## config.mk

```make
export PLATFORM = sky130hd
export DESIGN_NAME = bresenham_line_pixel_stepper
export DESIGN_NICKNAME = d
export VERILOG_FILES = /design/src/design/bls_pkg.sv /design/src/design/bresenham_line_pixel_stepper.sv
export VERILOG_INCLUDE_DIRS = /design/src /design/src/design
export SDC_FILE = /design/constraint.sdc
export NUM_CORES = 1
export LEC_CHECK = 0
export BUFFER_PORTS_ARGS = -buffer_cell sky130_fd_sc_hd__buf_2
export CAP_MARGIN = 15
export CORE_MARGIN = 2
export CORE_UTILIZATION = 55
export DETAILED_ROUTE_END_ITERATION = 12
export HOLD_SLACK_MARGIN = 0.15
export PLACE_DENSITY = 0.74
export RECOVER_POWER = 100
export SLEW_MARGIN = 10
export SYNTH_ARGS = -nofsm -noshare
export SYNTH_HDL_FRONTEND = slang
export SYNTH_SLANG_ARGS = --single-unit
```

## constraint.sdc

```tcl
create_clock -name clock -period 12.3 [get_ports clock]
set_input_delay 1.23 -clock clock [delete_from_list [all_inputs] [get_ports clock]]
set_output_delay 1.23 -clock clock [all_outputs]
set_load 0.005 [all_outputs]
```

## src/design/bresenham_line_pixel_stepper_macros.svh

```systemverilog
// ---------------------------------------------------------------------------
// Assertion macros for the line pixel stepper
// Concurrent checks, compiled out when SYNTHESIS is defined.
// ---------------------------------------------------------------------------
`ifndef BRESENHAM_LINE_PIXEL_STEPPER_MACROS_SVH
`define BRESENHAM_LINE_PIXEL_STEPPER_MACROS_SVH

`ifndef SYNTHESIS
// same-cycle implication, disabled during reset
`define BLS_ASSERT_IMPLIES(label, clk, rst, ante, cons) \
   label: assert property (@(posedge clk) disable iff (rst) (ante) |-> (cons)) \
      else $error("line stepper check failed");
// next-cycle implication, disabled during reset
`define BLS_ASSERT_NEXT(label, clk, rst, ante, cons) \
   label: assert property (@(posedge clk) disable iff (rst) (ante) |=> (cons)) \
      else $error("line stepper check failed");
`else
`define BLS_ASSERT_IMPLIES(label, clk, rst, ante, cons)
`define BLS_ASSERT_NEXT(label, clk, rst, ante, cons)
`endif

`endif

```

## src/design/bls_pkg.sv

```systemverilog
`timescale 1ns / 1ps
// ---------------------------------------------------------------------------
// Line pixel stepper package
// Widths, types and action codes shared by the line stepper.
// ---------------------------------------------------------------------------
package bls_pkg;

   localparam int COORD_WIDTH    = 12;
   localparam int COLOUR_WIDTH   = 16;
   // signed endpoint difference
   localparam int DIFF_WIDTH     = COORD_WIDTH + 1;
   // doubled distance
   localparam int TWICE_WIDTH    = COORD_WIDTH + 1;
   // remaining pixel count
   localparam int COUNT_WIDTH    = COORD_WIDTH + 1;
   // signed error term, headroom for the subtract-then-add step
   localparam int DECISION_WIDTH = COORD_WIDTH + 3;

   typedef logic [COORD_WIDTH-1:0]           coord_type;
   typedef logic [COLOUR_WIDTH-1:0]          colour_type;
   typedef logic signed [DIFF_WIDTH-1:0]     diff_type;
   typedef logic [TWICE_WIDTH-1:0]           twice_type;
   typedef logic [COUNT_WIDTH-1:0]           count_type;
   typedef logic signed [DECISION_WIDTH-1:0] decision_type;

   typedef enum logic {
      ACTION_LOAD    = 1'b0,
      ACTION_ADVANCE = 1'b1
   } action_type;

endpackage

```

## src/design/bresenham_line_pixel_stepper.sv

```systemverilog
`timescale 1ns / 1ps
// ---------------------------------------------------------------------------
// Bresenham line pixel stepper
// Walks an integer line one pixel per advance item.
// ---------------------------------------------------------------------------
// Usage:
//   req_* channel: one item per transfer. req_action = load takes both
//   endpoints and the colour, starts a new line (dropping any line in
//   progress) and emits the first pixel. req_action = advance emits the next
//   pixel of the active line; with no active line it emits nothing.
//   rsp_* channel: one pixel per transfer, rsp_last set on the endpoint.
//   Path: a pixel passes the input register, then the result register,
//   before it appears on rsp_*.
//   Throughput: one item per cycle unless rsp_stall holds a pixel; set by
//   the single add/compare step of the error term between the two registers.
//   Stall: when rsp_stall holds a waiting pixel, the input register holds
//   one more item and req_stall rises until the pixel is taken.
//   Reset: synchronous; clears both stages and the line state, no line is
//   active afterwards.
// ---------------------------------------------------------------------------
`include "bresenham_line_pixel_stepper_macros.svh"

module bresenham_line_pixel_stepper (
   input  logic                        clock,
   input  logic                        reset,
   // request channel
   input  logic                        req_valid,
   output logic                        req_stall,
   input  logic                        req_action,
   input  bls_pkg::coord_type          req_start_x,
   input  bls_pkg::coord_type          req_start_y,
   input  bls_pkg::coord_type          req_end_x,
   input  bls_pkg::coord_type          req_end_y,
   input  bls_pkg::colour_type         req_colour,
   // response channel
   output logic                        rsp_valid,
   input  logic                        rsp_stall,
   output bls_pkg::coord_type          rsp_pixel_x,
   output bls_pkg::coord_type          rsp_pixel_y,
   output bls_pkg::colour_type         rsp_pixel_colour,
   output logic                        rsp_last
);

   // input register
   logic                   s1_valid_ff;
   logic                   s1_action_ff;
   bls_pkg::coord_type     s1_start_x_ff;
   bls_pkg::coord_type     s1_start_y_ff;
   bls_pkg::coord_type     s1_end_x_ff;
   bls_pkg::coord_type     s1_end_y_ff;
   bls_pkg::colour_type    s1_colour_ff;

   // line state
   bls_pkg::coord_type     cur_x_ff,       cur_x_in;
   bls_pkg::coord_type     cur_y_ff,       cur_y_in;
   bls_pkg::decision_type  decision_ff,    decision_in;
   bls_pkg::count_type     pixels_left_ff, pixels_left_in;
   bls_pkg::twice_type     twice_dx_ff,    twice_dx_in;
   bls_pkg::twice_type     twice_dy_ff,    twice_dy_in;
   logic                   x_negative_ff,  x_negative_in;
   logic                   y_negative_ff,  y_negative_in;
   logic                   x_major_ff,     x_major_in;
   bls_pkg::colour_type    line_colour_ff, line_colour_in;
   logic                   active_ff,      active_in;

   // result register
   logic                   rsp_valid_ff;
   bls_pkg::coord_type     rsp_pixel_x_ff;
   bls_pkg::coord_type     rsp_pixel_y_ff;
   bls_pkg::colour_type    rsp_pixel_colour_ff;
   logic                   rsp_last_ff;

   // handshake
   logic out_free;
   logic s1_go;
   logic is_load;
   logic emit;

   // load setup
   bls_pkg::diff_type      diff_x;
   bls_pkg::diff_type      diff_y;
   bls_pkg::diff_type      abs_x_full;
   bls_pkg::diff_type      abs_y_full;
   bls_pkg::coord_type     abs_x;
   bls_pkg::coord_type     abs_y;
   logic                   load_x_major;
   bls_pkg::coord_type     load_major;
   bls_pkg::twice_type     load_twice_minor;

   // advance step
   bls_pkg::twice_type     twice_major;
   bls_pkg::twice_type     twice_minor;
   logic                   dec_ge;
   bls_pkg::decision_type  dec_adj;
   logic                   step_x;
   logic                   step_y;

   assign out_free  = !rsp_valid_ff || !rsp_stall;
   assign s1_go     = s1_valid_ff && out_free;
   assign req_stall = s1_valid_ff && !out_free;
   assign is_load   = (s1_action_ff == bls_pkg::ACTION_LOAD);
   assign emit      = s1_go && (is_load || active_ff);

   // endpoint distances, signs and major axis (ties go to y)
   assign diff_x     = bls_pkg::diff_type'({1'b0, s1_end_x_ff})
                     - bls_pkg::diff_type'({1'b0, s1_start_x_ff});
   assign diff_y     = bls_pkg::diff_type'({1'b0, s1_end_y_ff})
                     - bls_pkg::diff_type'({1'b0, s1_start_y_ff});
   assign abs_x_full = diff_x[bls_pkg::DIFF_WIDTH-1] ? -diff_x : diff_x;
   assign abs_y_full = diff_y[bls_pkg::DIFF_WIDTH-1] ? -diff_y : diff_y;
   assign abs_x      = abs_x_full[bls_pkg::COORD_WIDTH-1:0];
   assign abs_y      = abs_y_full[bls_pkg::COORD_WIDTH-1:0];
   assign load_x_major     = abs_x > abs_y;
   assign load_major       = load_x_major ? abs_x : abs_y;
   assign load_twice_minor = load_x_major ? {abs_y, 1'b0} : {abs_x, 1'b0};

   // error term step along the current major axis
   assign twice_major = x_major_ff ? twice_dx_ff : twice_dy_ff;
   assign twice_minor = x_major_ff ? twice_dy_ff : twice_dx_ff;
   assign dec_ge      = !decision_ff[bls_pkg::DECISION_WIDTH-1];
   assign dec_adj     = dec_ge ? decision_ff - $signed({2'b00, twice_major}) : decision_ff;
   assign step_x      = x_major_ff || dec_ge;
   assign step_y      = !x_major_ff || dec_ge;

   // next line state
   always_comb begin
      cur_x_in       = cur_x_ff;
      cur_y_in       = cur_y_ff;
      decision_in    = decision_ff;
      pixels_left_in = pixels_left_ff;
      twice_dx_in    = twice_dx_ff;
      twice_dy_in    = twice_dy_ff;
      x_negative_in  = x_negative_ff;
      y_negative_in  = y_negative_ff;
      x_major_in     = x_major_ff;
      line_colour_in = line_colour_ff;
      active_in      = active_ff;
      if (s1_go && is_load) begin
         cur_x_in       = s1_start_x_ff;
         cur_y_in       = s1_start_y_ff;
         x_negative_in  = diff_x[bls_pkg::DIFF_WIDTH-1];
         y_negative_in  = diff_y[bls_pkg::DIFF_WIDTH-1];
         twice_dx_in    = {abs_x, 1'b0};
         twice_dy_in    = {abs_y, 1'b0};
         x_major_in     = load_x_major;
         decision_in    = $signed({2'b00, load_twice_minor}) - $signed({3'b000, load_major});
         pixels_left_in = {1'b0, load_major};
         line_colour_in = s1_colour_ff;
         active_in      = (load_major != '0);
      end else if (s1_go && active_ff) begin
         if (step_x) begin
            cur_x_in = x_negative_ff ? cur_x_ff - bls_pkg::coord_type'(1)
                                     : cur_x_ff + bls_pkg::coord_type'(1);
         end
         if (step_y) begin
            cur_y_in = y_negative_ff ? cur_y_ff - bls_pkg::coord_type'(1)
                                     : cur_y_ff + bls_pkg::coord_type'(1);
         end
         decision_in    = dec_adj + $signed({2'b00, twice_minor});
         pixels_left_in = pixels_left_ff - bls_pkg::count_type'(1);
         active_in      = (pixels_left_in != '0);
      end
   end

   // input register
   always_ff @(posedge clock) begin
      if (reset) begin
         s1_valid_ff <= 1'b0;
      end else if (!req_stall) begin
         s1_valid_ff <= req_valid;
      end
      if (req_valid && !req_stall) begin
         s1_action_ff  <= req_action;
         s1_start_x_ff <= req_start_x;
         s1_start_y_ff <= req_start_y;
         s1_end_x_ff   <= req_end_x;
         s1_end_y_ff   <= req_end_y;
         s1_colour_ff  <= req_colour;
      end
   end

   // line state registers
   always_ff @(posedge clock) begin
      if (reset) begin
         cur_x_ff       <= '0;
         cur_y_ff       <= '0;
         decision_ff    <= '0;
         pixels_left_ff <= '0;
         twice_dx_ff    <= '0;
         twice_dy_ff    <= '0;
         x_negative_ff  <= 1'b0;
         y_negative_ff  <= 1'b0;
         x_major_ff     <= 1'b0;
         line_colour_ff <= '0;
         active_ff      <= 1'b0;
      end else begin
         cur_x_ff       <= cur_x_in;
         cur_y_ff       <= cur_y_in;
         decision_ff    <= decision_in;
         pixels_left_ff <= pixels_left_in;
         twice_dx_ff    <= twice_dx_in;
         twice_dy_ff    <= twice_dy_in;
         x_negative_ff  <= x_negative_in;
         y_negative_ff  <= y_negative_in;
         x_major_ff     <= x_major_in;
         line_colour_ff <= line_colour_in;
         active_ff      <= active_in;
      end
   end

   // result register: the emitted pixel is the updated current pixel
   always_ff @(posedge clock) begin
      if (reset) begin
         rsp_valid_ff <= 1'b0;
      end else if (out_free) begin
         rsp_valid_ff <= emit;
      end
      if (emit) begin
         rsp_pixel_x_ff      <= cur_x_in;
         rsp_pixel_y_ff      <= cur_y_in;
         rsp_pixel_colour_ff <= line_colour_in;
         rsp_last_ff         <= (pixels_left_in == '0);
      end
   end

   assign rsp_valid        = rsp_valid_ff;
   assign rsp_pixel_x      = rsp_pixel_x_ff;
   assign rsp_pixel_y      = rsp_pixel_y_ff;
   assign rsp_pixel_colour = rsp_pixel_colour_ff;
   assign rsp_last         = rsp_last_ff;

   // checks
   `BLS_ASSERT_IMPLIES(a_active_count, clock, reset, 1'b1, active_ff == (pixels_left_ff != '0))
   `BLS_ASSERT_NEXT(a_last_ends_line, clock, reset, emit && (pixels_left_in == '0), !active_ff)
   `BLS_ASSERT_IMPLIES(a_stall_cause, clock, reset, req_stall, s1_valid_ff && rsp_valid_ff && rsp_stall)
   `BLS_ASSERT_NEXT(a_emit_shown, clock, reset, emit, rsp_valid_ff)

endmodule

```

==> results of run 1 <==
==> power by group <==
part / switching [uW] / internal (uW)
Sequential: 32.1 / 762
Combinational: 753 / 530
Clock: 271 / 410
==> state kept, by name, indices dropped and copies added, names as in the netlist, 12 cells and up <==
name / cells
cur_x_ff: 12
cur_y_ff: 12
s1_start_y_ff: 12
s1_end_y_ff: 12
line_colour_ff: 16
s1_start_x_ff: 12
rsp_pixel_colour: 16
decision_ff: 14
s1_end_x_ff: 12
pixels_left_ff: 13
rsp_pixel_x: 12
rsp_pixel_y: 12
twice_dy_ff: 12
s1_colour_ff: 16
twice_dx_ff: 12
==> area by class of cell <==
| type | instances | area, um2 | area share [%] |
|---|---|---|---|
| Clock buffer | 31 | 646 | 4.57 |
| Inverter | 82 | 308 | 2.18 |
| Tap cell | 285 | 357 | 2.52 |
| Clock inverter | 9 | 113 | 0.796 |
| Multi-Input combinational cell | 1046 | 7030 | 49.7 |
| Sequential cell | 203 | 5120 | 36.2 |
| Timing Repair Buffer | 120 | 563 | 3.98 |
==> logic make-up (layout without fill, tap and decap cells) <==
kind of cell / after synthesis / in the layout / synth area share [%]
AND/OR/NAND/NOR: 443 / 443 / 16.0
AO/OA/AOI/OAI: 360 / 360 / 18.8
flip-flops: 203 / 203 / 40.2
buffers and inverters: 137 / 242 / 4.28
adder cells (fa/ha/maj): 104 / 104 / 10.6
XOR/XNOR: 98 / 98 / 6.79
multiplexers: 41 / 41 / 3.40
==> placed cells by master (no fill, tap or decap), types with 5 or more instances in the layout <==
master,synthesis,layout
a21oi_1,118,121
nand2_1,151,151
nor2_1,142,141
and3_1,7,7
o21bai_1,7,7
xnor2_1,62,62
mux2i_1,23,23
a211oi_1,38,39
o31ai_1,6,6
clkbuf_16,0,23
a21oi_2,7,5
fa_1,7,7
a21o_1,21,21
o21ai_0,79,81
nor2b_1,39,38
xor2_1,35,35
edfxtp_1,106,106
a21boi_0,6,6
mux2_2,18,17
nor4_1,6,6
inv_1,82,81
o211ai_1,5,6
nor3_1,26,27
a31oi_1,6,6
buf_2,4,81
dfxtp_1,97,97
ha_1,92,92
o21a_1,5,5
nand3_1,20,21
and2_1,6,6
nand2b_1,11,10
a2111oi_0,5,5
nand4_1,8,8
clkbuf_1,42,39
==> worst max-delay path by stage <==
stage	slack, ps	end
after detailed placement	4490	decision_ff[10]
after floorplan	5640	decision_ff[10]
final	3100	decision_ff[12]
after global routing	2450	decision_ff[12]
after CTS	4530	decision_ff[10]
after global placement	4950	decision_ff[10]
==> metrics by stage <==
stage | worst slack [ps] | instances | hold WS (ps) | utilization [%]
floorplan | 5640 | 1386 | 444 | -
global placement | 4950 | 1736 | 450 | 59.5
detailed placement | 4490 | 1736 | 458 | 59.5
CTS | 4530 | 1776 | 467 | 62.8
global route | 2450 | 1776 | 495 | 62.3
finish | 3100 | 1776 | 463 | 62.3
==> cells in the mapped netlist (4+ instances only) <==
| library cell | n | area, um2 |
|---|---|---|
| and2_1 | 6 | 37.5 |
| maj3_2 | 4 | 45.0 |
| mux2i_1 | 23 | 230 |
| xor2_1 | 35 | 307 |
| nor3_1 | 26 | 130 |
| o211a_1 | 4 | 40.0 |
| dfxtp_1 | 97 | 1940 |
| and3_1 | 7 | 43.8 |
| nor2_1 | 142 | 533 |
| edfxtp_1 | 106 | 3180 |
| nand2_1 | 151 | 567 |
| buf_1 | 5 | 18.8 |
| o21ai_0 | 79 | 395 |
| nor2b_1 | 39 | 244 |
| fa_1 | 7 | 140 |
| clkbuf_1 | 42 | 158 |
| mux2_2 | 18 | 203 |
| nand3_1 | 20 | 100 |
| a21o_1 | 21 | 158 |
| o2111ai_1 | 4 | 35.0 |
| ha_1 | 92 | 1150 |
| a21boi_0 | 6 | 45.0 |
| o31ai_1 | 6 | 45.0 |
| o21bai_1 | 7 | 52.6 |
| or4_1 | 4 | 30.0 |
| nand2b_1 | 11 | 68.8 |
| a31oi_1 | 6 | 37.5 |
| buf_2 | 4 | 20.0 |
| o21ai_1 | 4 | 20.0 |
| o21a_1 | 5 | 37.5 |
| xnor2_1 | 62 | 543 |
| nor4_1 | 6 | 37.5 |
| a21oi_2 | 7 | 61.3 |
| a2111oi_0 | 5 | 43.8 |
| a211oi_1 | 38 | 285 |
| inv_1 | 82 | 308 |
| nand4_1 | 8 | 50.1 |
| a21oi_1 | 118 | 591 |
| o211ai_1 | 5 | 37.5 |
==> critical path, delay by kind of cell, from the launching register on <==
family	cells	cell delay, ps
and+or+nand+nor	2	280
xor gates and xnor gates	1	140
adders and majority gates	5	1830
buffers and inverters	3	290
DFF	1	350
AOI/OAI and AO/OA	19	5540
muxes	1	490
==> layer usage <==
layer  vias to the layer above  wire length [um]  GRT usage, %
met1                      4747             14000          33.1
met2                       261             13800          41.4
li1                       5132                 -             -
met5                         -                 0             0
met4                         0               765          6.99
met3                        60              1250          2.80
==> summary.md, run 1 <==
| Metric | Value |
|---|---|
| Status | `finished, violations left` |
| Violated checks | `capacitance limit, slew limit` |
| EDFF count, synth | `106` |
| Grt ovf | `0` |
| Crit-path max cell delay | `1360 ps` |
| Die X | `156 um` |
| Placer congestion estimate | `0.940` |
| DRC viols | `0` |
| Clock tree from TritonCTS | `built` |
| Post-CTS Setup Inserts | `0` |
| Post-Syn Area | `12700 um2` |
| Initial DRC Count | `586` |
| Share of cells above drive strength 1 | `11.3%` |
| Layout area overhead | `11.0%` |
| Number of synthesis warnings | `0` |
| Core ar. | `22700 um2` |
| Hold path depth | `2` |
| Clk pin slew, worst setup/hold paths | `60 ps` |
| Fmax | `0.109 GHz` |
| Routed Antenna Nets | `0` |
| Wire length per cell | `16.8 um` |
| Worst EP required | `12530 ps` |
| Yosys reg bits | `203` |
| Max clock buf depth | `3` |
| Slew margin rel. | `-142%` |
| CTS H-tree lvls | `1` |
| CP arrival | `9430 ps` |
| Mean Syn Cell Area | `9.20 um2` |
| Clock sink total | `203` |
| Die Height | `156 um` |
| Crit. End Element | `register` |
| Worst hold endpoint | `line_colour_ff[4]` |
| Mapped Cells | `1386` |
| Worst Max-Slew Pin Slew | `3630 ps` |
| Max-slew violations | `389` |
| VDD IR max | `138 uV` |
| Clock Skew | `27.0 ps` |
| Initial Utilization | `56.1%` |
| Fin Setup TNS | `0 ps` |
| Total power | `2760 uW` |
| Post-CTS Hold Buffers | `0` |
| Final HPWL DP | `21.2 mm` |
| Skew-Pair Late Insertion Delay | `530 ps` |
| Setup slack, reg-to-reg | `3100 ps` |
| Number of port buffers | `111` |
| # fillers | `1969` |
| Die area | `24400 um2` |
| Final WL | `29.8 mm` |
| DR vias/cell | `5.74` |
| Final Hold Vio Count | `0` |
| Vias in the first global route | `9818` |
| Worst r2r src | `s1_start_y_ff[5]` |
| I/O pins | `112` |
| Post-synth top flop | `edfxtp_1` |
| Worst flop-to-flop path endpoint | `decision_ff[12]` |
| Cells on worst reg2reg path | `31` |
| Cell area after layout | `14100 um2` |
| RSZ-0062 raised after global routing | `false` |
| Crit Path Category | `reg -> reg` |
| Sequential-to-total area share from yosys stat | `40.2%` |
| Largest net degree at the start of global routing | `77` |
| Syn_nets | `1554` |
| Site Rows | `55` |
| Worst path most repeated cell | `a21oi_1` |
| Initial antenna violation count | `0` |
| Hold wc startpoint | `line_colour_ff[4]` |
| Fin crit share | `74.8%` |
| CP Launch Type | `register` |
| Number of diodes | `0` |
| First-pass GRT wire length | `48.3 mm` |
| Leakage | `0.00572 uW` |
| Vias | `10200` |
| CP Launch Point | `s1_start_y_ff[5]` |
| Crit path max fanout | `24` |
| CTS buffer count | `22` |
| Dpl cell area | `13500 um2` |
| CTS Root Cell | `clkbuf_16` |
| Hold WC Path Type | `reg -> reg` |
| Slowest-stage cell, CP | `a21oi_1` |
| Tmin final | `9200 ps` |
| GRT Util Overall | `24.4%` |
| PostCTS Resize Cnt | `0` |
| Drt first pass iters | `5` |
| Power Dens Cells | `195 nW/um2` |
| Final setup violation count | `0` |
| Max cap viols | `8` |
| Asr flop ratio synth | `0%` |
| Cell variety after synth | `85` |
| Final #Nets | `1643` |
(Power assumes the default switching activity.)
==> inputs of run 2 (changes only) <==
--- a/config.mk
+++ b/config.mk
@@ -6,13 +6,14 @@
 export SDC_FILE = /design/constraint.sdc
 export NUM_CORES = 1
 export LEC_CHECK = 0
+export ABC_AREA = 1
 export BUFFER_PORTS_ARGS = -buffer_cell sky130_fd_sc_hd__buf_2
 export CAP_MARGIN = 15
 export CORE_MARGIN = 2
 export CORE_UTILIZATION = 55
 export DETAILED_ROUTE_END_ITERATION = 12
 export HOLD_SLACK_MARGIN = 0.15
-export PLACE_DENSITY = 0.74
+export PLACE_DENSITY = 0.77
 export RECOVER_POWER = 100
 export SLEW_MARGIN = 10
 export SYNTH_ARGS = -nofsm -noshare
==> constraint.sdc (replaced) <==
create_clock -name clock -period 7.8 [get_ports clock]
set_input_delay 0.78 -clock clock [delete_from_list [all_inputs] [get_ports clock]]
set_output_delay 0.78 -clock clock [all_outputs]
set_load 0.005 [all_outputs]
==> run 2 against run 1 <==
Net effect: the run still ends with capacitance limit, slew limit left; power up 43%; core utilization about the same; first-iteration DRC count up 46%; critical path type unchanged; highest routed layer unchanged.
==> summary.md, run 2 <==
| Metric | Value |
|---|---|
| Most frequent cells in the layout | `nand2_1, inv_1, a21oi_1 (was nand2_1, nor2_1, a21oi_1)` |
| Post-CTS Hold Buffers | `0 (unchanged)` |
| Clock sink total | `203 (unchanged)` |
| Vias in the first global route | `10800 (was 9818)` |
| Sw frac | `38.7% (was 38.3%)` |
| Setup slack, reg-to-reg | `930 ps (was 3100 ps)` |
| Hold wc startpoint | `req_colour[14] (was line_colour_ff[4])` |
| Core ar. | `23500 um2 (was 22700 um2)` |
| Post-Place Worst Slack | `1150 ps (was 4490 ps)` |
| CP Launch Type | `register (unchanged)` |
| DR vias/cell | `5.31 (was 5.74)` |
| Mean Syn Cell Area | `7.66 um2 (was 9.20 um2)` |
| Internal Power | `2420 uW (was 1700 uW)` |
| VDD IR max | `182 uV (was 138 uV)` |
| Yosys reg bits | `203 (unchanged)` |
| Number of diodes | `0 (unchanged)` |
| Yosys top cell by area | `edfxtp_1 (unchanged)` |
| Cells on worst reg2reg path | `41 (was 31)` |
| Final #Nets | `1982 (was 1643)` |
| Initial DRC Count | `855 (was 586)` |
| Number of synthesis warnings | `0 (unchanged)` |
| GRT Util Overall | `25.6% (was 24.4%)` |
| Top-area cell type share of the netlist area | `24.2% (was 25.0%)` |
| Tmin final | `6870 ps (was 9200 ps)` |
| Worst EP required | `8250 ps (was 12530 ps)` |
| Routed Antenna Nets | `0 (unchanged)` |
| Commonest cells post-synth | `nand2_1, inv_1, a21oi_1 (was nand2_1, nor2_1, a21oi_1)` |
| Combinational Power Share | `41.8% (was 46.5%)` |
| Worst path most repeated cell | `nand2_1 (was a21oi_1)` |
| Leakage | `0.00699 uW (was 0.00572 uW)` |
| Initial Utilization | `56.1% (about the same)` |
| Post-CTS Setup Inserts | `0 (unchanged)` |
| CTS buffer count | `23 (was 22)` |
| Mapped Cells | `1718 (was 1386)` |
| Vias | `11400 (was 10200)` |
| Skew-Pair Late Insertion Delay | `530 ps (about the same)` |
| Fin Setup TNS | `0 ps (unchanged)` |
| I/O pins | `112 (unchanged)` |
| Drt first pass iters | `5 (unchanged)` |
| Crit. End Element | `register (unchanged)` |
| Hold path depth | `1 (was 2)` |
| Initial antenna violation count | `0 (unchanged)` |
| CTS Root Cell | `clkbuf_16 (unchanged)` |
| Power Dens Cells | `270 nW/um2 (was 195 nW/um2)` |
| Post-Syn Area | `13200 um2 (was 12700 um2)` |
| Max clock buf depth | `3 (unchanged)` |
| Top-count cell post-synth | `nand2_1 (unchanged)` |
| Final setup violation count | `0 (unchanged)` |
| Slew margin rel. | `-150% (was -142%)` |
| Sequential-to-total area share from yosys stat | `38.9% (was 40.2%)` |
| Switching power total | `1530 uW (was 1060 uW)` |
| Die Height | `159 um (was 156 um)` |
| Synth top area cells | `edfxtp_1, dfxtp_1, nand2_1 (was edfxtp_1, dfxtp_1, ha_1)` |
| First-pass GRT wire length | `51.5 mm (was 48.3 mm)` |
| Die area | `25200 um2 (was 24400 um2)` |
| Wire length per cell | `14.7 um (was 16.8 um)` |
| Post-synth top flop | `edfxtp_1 (unchanged)` |
| Share of power burned in registers | `31.3% (was 28.8%)` |
| Worst flop-to-flop path endpoint | `decision_ff[12] (unchanged)` |
| Slowest-stage cell, CP | `fa_1 (was a21oi_1)` |
| Fmax | `0.146 GHz (was 0.109 GHz)` |
| Share of cells above drive strength 1 | `11.1% (was 11.3%)` |
| DRC viols | `0 (unchanged)` |
| Max-slew violations | `394 (was 389)` |
| Largest net degree at the start of global routing | `90 (was 77)` |
| Crit-path max cell delay | `450 ps (was 1360 ps)` |
| Clock tree from TritonCTS | `built (unchanged)` |
| Violated checks | `capacitance limit, slew limit (unchanged)` |
| Max cap viols | `7 (was 8)` |
| EDFF count, synth | `106 (unchanged)` |
| Clk pin slew, worst setup/hold paths | `60 ps (about the same)` |
| Fin crit share | `88.1% (was 74.8%)` |
| Status | `finished, violations left (unchanged)` |
| Crit path max fanout | `44 (was 24)` |
| CTS H-tree lvls | `1 (unchanged)` |
| Clock Skew | `14.0 ps (was 27.0 ps)` |
| Final WL | `31.5 mm (was 29.8 mm)` |
| Final HPWL DP | `22.8 mm (was 21.2 mm)` |
| Hold WC Path Type | `in -> reg (was reg -> reg)` |
| Crit Path Category | `reg -> reg (unchanged)` |
| Worst Max-Slew Pin Slew | `3760 ps (was 3630 ps)` |
| Cell variety after synth | `54 (was 85)` |
| Site Rows | `56 (was 55)` |
| Number of port buffers | `111 (unchanged)` |
| PostCTS Resize Cnt | `0 (unchanged)` |
| Worst hold endpoint | `s1_colour_ff[14] (was line_colour_ff[4])` |
| Commonest non-fill, non-tap cell in the layout | `nand2_1 (unchanged)` |
| Final Hold Vio Count | `0 (unchanged)` |
| Grt ovf | `0 (unchanged)` |
| RSZ-0062 raised after global routing | `false (unchanged)` |
| CP arrival | `7320 ps (was 9430 ps)` |
| Worst r2r src | `s1_end_y_ff[0] (was s1_start_y_ff[5])` |
| Clk pwr share | `26.9% (was 24.7%)` |
| Die X | `159 um (was 156 um)` |
| Asr flop ratio synth | `0% (unchanged)` |
| Placer congestion estimate | `0.910 (was 0.940)` |
| Setup ws final | `930 ps (was 3100 ps)` |
| Syn_nets | `1886 (was 1554)` |
| Layout area overhead | `11.1% (was 11.0%)` |
-- run 2: cell count changes after synthesis, sizes merged, moves of 14 or more --
cell / previous run / this run
a211oi: 42 / 17
a21o: 21 / 3
inv: 82 / 290
mux2: 18 / 0
mux2i: 23 / 1
nand2: 151 / 370
nand3: 21 / 75
nor2b: 39 / 0
nor3: 28 / 11
o211ai: 7 / 21
o21ai: 84 / 135
or2: 4 / 27
xnor2: 63 / 9
-- run 2: worst max-delay path by stage --
stage | start | end | slack [ps] | cells past startpoint
global placement | s1_end_y_ff[0] | decision_ff[12] | 1340 | 41
finish | s1_end_y_ff[0] | decision_ff[12] | 930 | 41
global route | s1_end_y_ff[0] | decision_ff[12] | 230 | 41
floorplan | s1_end_y_ff[0] | decision_ff[12] | 2000 | 43
CTS | s1_end_y_ff[0] | decision_ff[12] | 1110 | 41
detailed placement | s1_end_y_ff[0] | decision_ff[12] | 1150 | 41
-- run 2: area by class of cell --
class | count | area, um2
sequential | 203 | 5120
clock inverter | 13 | 130
tap | 319 | 399
multi-input combinational | 1172 | 6690
fill | 2087 | 8850
inverter | 293 | 1100
clock buffer | 28 | 614
timing repair buffer | 121 | 569
-- run 2: per-layer routing --
metal	vias up	global-route usage, %	share of wire (%)
li1	5857	-	-
met1	5216	33.2	45
met2	282	44.7	48
met3	48	3.29	5.0
met4	0	7.55	2.0
met5	-	0	0
-- run 2: power groups by stage --
stage	registers (uW)	logic (uW)	clock network, uW
2_1_floorplan	1250	1290	0
3_3_place_gp	1250	1600	0
3_5_place_dp	1260	1630	0
4_1_cts	1230	1640	1090
5_1_grt	1240	1870	1130
6_report	1240	1650	1060
-- run 2: logic make-up after synthesis --
logic type	synth area share, %
compound gates	15.9
xor+xnor	2.86
fa+ha+maj	9.81
buf+inv	10.1
flops	38.9
mux	0.0761
simple gates	22.3
-- run 2: worst max-delay path, delay by kind of cell (launching register included) --
kind                     cells  cell delay (ps)
AO/OA/AOI/OAI               10             1820
buffers and inverters        6              530
adder cells (fa/ha/maj)      4             1210
XOR/XNOR                     2              440
flip-flops                   1              370
AND/OR/NAND/NOR             19             2450
-- run 2: metrics by stage --
step | cells | utilization, % | hold slack, ps | area [um2] | power, uW
finish | 2149 | 62.3 | 426 | 14600 | 3950
floorplan | 1718 | - | 444 | 13200 | 2540
global route | 2149 | 62.3 | 410 | 14600 | 4250
CTS | 2149 | 62.7 | 411 | 14700 | 3960
detailed placement | 2108 | 59.5 | 464 | 14000 | 2880
global placement | 2108 | 59.5 | 456 | 14000 | 2850
==> inputs of run 3 (changes only) <==
--- a/config.mk
+++ b/config.mk
@@ -9,11 +9,13 @@
 export ABC_AREA = 1
 export BUFFER_PORTS_ARGS = -buffer_cell sky130_fd_sc_hd__buf_2
 export CAP_MARGIN = 15
+export CELL_PAD_IN_SITES_DETAIL_PLACEMENT = 0
+export CELL_PAD_IN_SITES_GLOBAL_PLACEMENT = 1
 export CORE_MARGIN = 2
-export CORE_UTILIZATION = 55
+export CORE_UTILIZATION = 41
 export DETAILED_ROUTE_END_ITERATION = 12
 export HOLD_SLACK_MARGIN = 0.15
-export PLACE_DENSITY = 0.77
+export PLACE_DENSITY_LB_ADDON = 0.1
 export RECOVER_POWER = 100
 export SLEW_MARGIN = 10
 export SYNTH_ARGS = -nofsm -noshare
==> run 3 against run 2 <==
Net effect: the run still ends with capacitance limit, slew limit left; worst setup slack improved by 88 ps; count of clock-buffer cells in the layout increased by 4; clock power increased by 13%; combinational power about the same; sequential share of layout area decreased by 0.52 points; clock skew decreased by 0.80 ps; wire length increased by 8.5%; final cell count increased by 4.0%; first-iteration DRC count decreased by 33%; flip-flop and latch count unchanged.
==> summary.md, run 3 (synthesized netlist as in run 2, its figures left out) <==
| Metric | Value |
|---|---|
| Clk pwr share | `29.3% (was 26.9%)` |
| Drt first pass iters | `5 (unchanged)` |
| Combinational Power Share | `40.6% (was 41.8%)` |
| Max clock buf depth | `3 (unchanged)` |
| VDD IR max | `166 uV (was 182 uV)` |
| Number of diodes | `0 (unchanged)` |
| Fin Setup TNS | `0 ps (unchanged)` |
| Die X | `183 um (was 159 um)` |
| Max-slew violations | `307 (was 394)` |
| Max cap viols | `6 (was 7)` |
| Cell depth of the worst setup path | `41 (unchanged)` |
| GRT Util Overall | `20.6% (was 25.6%)` |
| Crit-path max cell delay | `440 ps (was 450 ps)` |
| Post-Place Worst Slack | `1090 ps (was 1150 ps)` |
| Setup slack, reg-to-reg | `1020 ps (was 930 ps)` |
| Final hold slack | `422 ps (was 426 ps)` |
| Site Rows | `65 (was 56)` |
| Commonest non-fill, non-tap cell in the layout | `nand2_1 (unchanged)` |
| Hold WC Path Type | `in -> reg (unchanged)` |
| Final setup violation count | `0 (unchanged)` |
| CP arrival | `7240 ps (was 7320 ps)` |
| First-pass GRT wire length | `55.2 mm (was 51.5 mm)` |
| CTS Root Cell | `clkbuf_16 (unchanged)` |
| Switching power total | `1580 uW (was 1530 uW)` |
| Worst flop-to-flop path endpoint | `decision_ff[12] (unchanged)` |
| Final Hold Vio Count | `0 (unchanged)` |
| Worst Setup EP | `decision_ff[12] (unchanged)` |
| Worst EP required | `8260 ps (was 8250 ps)` |
| Slowest-stage cell, CP | `fa_1 (unchanged)` |
| Sw frac | `38.4% (was 38.7%)` |
| Core ar. | `31600 um2 (was 23500 um2)` |
| Initial Utilization | `41.7% (was 56.1%)` |
| Cells on worst reg2reg path | `41 (unchanged)` |
| Crit Path Category | `reg -> reg (unchanged)` |
| Worst Max-Slew Pin Slew | `3140 ps (was 3760 ps)` |
| CP Launch Point | `s1_end_y_ff[0] (unchanged)` |
| Power Dens Cells | `277 nW/um2 (was 270 nW/um2)` |
| Share of cells above drive strength 1 | `11.5% (was 11.1%)` |
| Fin crit share | `87.0% (was 88.1%)` |
| Die area | `33500 um2 (was 25200 um2)` |
| Placer congestion estimate | `0.904 (was 0.910)` |
| I/O pins | `112 (unchanged)` |
| Tmin final | `6780 ps (was 6870 ps)` |
| Leakage | `0.00706 uW (was 0.00699 uW)` |
| Fmax | `0.147 GHz (was 0.146 GHz)` |
| DR vias/cell | `4.97 (was 5.31)` |
| DRC viols | `0 (unchanged)` |
| Internal Power | `2530 uW (was 2420 uW)` |
| Crit path max-delay family | `simple AND/OR/NAND/NOR gates (unchanged)` |
| Worst r2r src | `s1_end_y_ff[0] (unchanged)` |
| Dpl cell area | `14100 um2 (was 14000 um2)` |
| Clock sink total | `203 (unchanged)` |
| Final #Nets | `1984 (was 1982)` |
| Slew margin rel. | `-109% (was -150%)` |
| Final HPWL DP | `25.4 mm (was 22.8 mm)` |
| Number of port buffers | `111 (unchanged)` |
| Skew-Pair Late Insertion Delay | `530 ps (about the same)` |
| Cell area after layout | `14800 um2 (was 14600 um2)` |
| Setup ws final | `1020 ps (was 930 ps)` |
| Clock Skew | `13.2 ps (was 14.0 ps)` |
| Initial DRC Count | `576 (was 855)` |
| Share of power burned in registers | `30.1% (was 31.3%)` |
| Clk pin slew, worst setup/hold paths | `60 ps (about the same)` |
| Status | `finished, violations left (unchanged)` |
| CP Launch Type | `register (unchanged)` |
| Clock tree from TritonCTS | `built (unchanged)` |
| CTS H-tree lvls | `1 (unchanged)` |
| Crit path max fanout | `22 (was 44)` |
| Violated checks | `capacitance limit, slew limit (unchanged)` |
| CP bufs+invs | `6 (unchanged)` |
| Layout area overhead | `12.8% (was 11.1%)` |
| Wire length per cell | `15.3 um (was 14.7 um)` |
| Initial antenna violation count | `0 (unchanged)` |
| Grt ovf | `0 (unchanged)` |
| RSZ-0062 raised after global routing | `false (unchanged)` |
| Die Height | `183 um (was 159 um)` |
| Largest net degree at the start of global routing | `79 (was 90)` |
| Vias in the first global route | `10500 (was 10800)` |
| Routed Antenna Nets | `0 (unchanged)` |
| Final WL | `34.2 mm (was 31.5 mm)` |
| Worst path most repeated cell | `nand2_1 (unchanged)` |
| CTS buffer count | `24 (was 23)` |
| Most frequent cells in the layout | `nand2_1, inv_1, a21oi_1 (unchanged)` |
| Vias | `11100 (was 11400)` |
| Crit. End Element | `register (unchanged)` |
-- run 3: worst min-delay path by stage --
stage / from / end / slack [ps] / cells past startpoint
floorplan: active_ff / active_ff / 440 / 2
global placement: active_ff / active_ff / 450 / 2
detailed placement: active_ff / active_ff / 460 / 2
CTS: req_colour[1] / s1_colour_ff[1] / 390 / 1
global route: req_start_y[9] / s1_start_y_ff[9] / 390 / 1
finish: req_colour[1] / s1_colour_ff[1] / 420 / 1
-- run 3: through the flow --
stage | utilization, % | power (uW) | std cells
2_1_floorplan | - | 2540 | 1718
4_1_cts | 47.3 | 4140 | 2235
3_3_place_gp | 44.6 | 2910 | 2191
6_report | 47.0 | 4110 | 2236
3_5_place_dp | 44.6 | 2910 | 2191
5_1_grt | 47.0 | 4430 | 2236
-- run 3: final cells by class --
class	instances	area, um2
Clock buffer	32	671
Tap cell	402	503
Multi-Input combinational cell	1173	6690
Clock inverter	12	176
Fill cell	3300	16700
Inverter	293	1100
Sequential cell	203	5120
Timing Repair Buffer	121	579
-- run 3: power groups by stage --
stage	registers [uW]	clock network [uW]	logic (uW)
after floorplan	1250	0	1290
final	1240	1200	1670
after global placement	1260	0	1650
after global routing	1240	1280	1910
after CTS	1230	1230	1670
after detailed placement	1260	0	1660
-- run 3: what timing repair did --
action                                  in CTS  in global routing
endpoints found under the setup margin       0                  1
hold buffers                                 0                  0
endpoints found under the hold margin        0                  0
gates resized for setup                      0                  0
setup buffers                                0                  0
-- run 3: per-layer routing --
metal	track usage (%)	wire length (um)
met3	2.48	1210
met1	29.6	17000
met2	33.3	15400
met5	0	0
met4	4.61	547
-- run 3: worst reg2reg max path, delay by kind of cell, from the launching register on --
kind	cells	cell delay, ps
AO/OA/AOI/OAI	10	1760
XOR/XNOR	2	460
adder cells (fa/ha/maj)	4	1210
buffers and inverters	6	510
flip-flops	1	360
AND/OR/NAND/NOR	19	2440
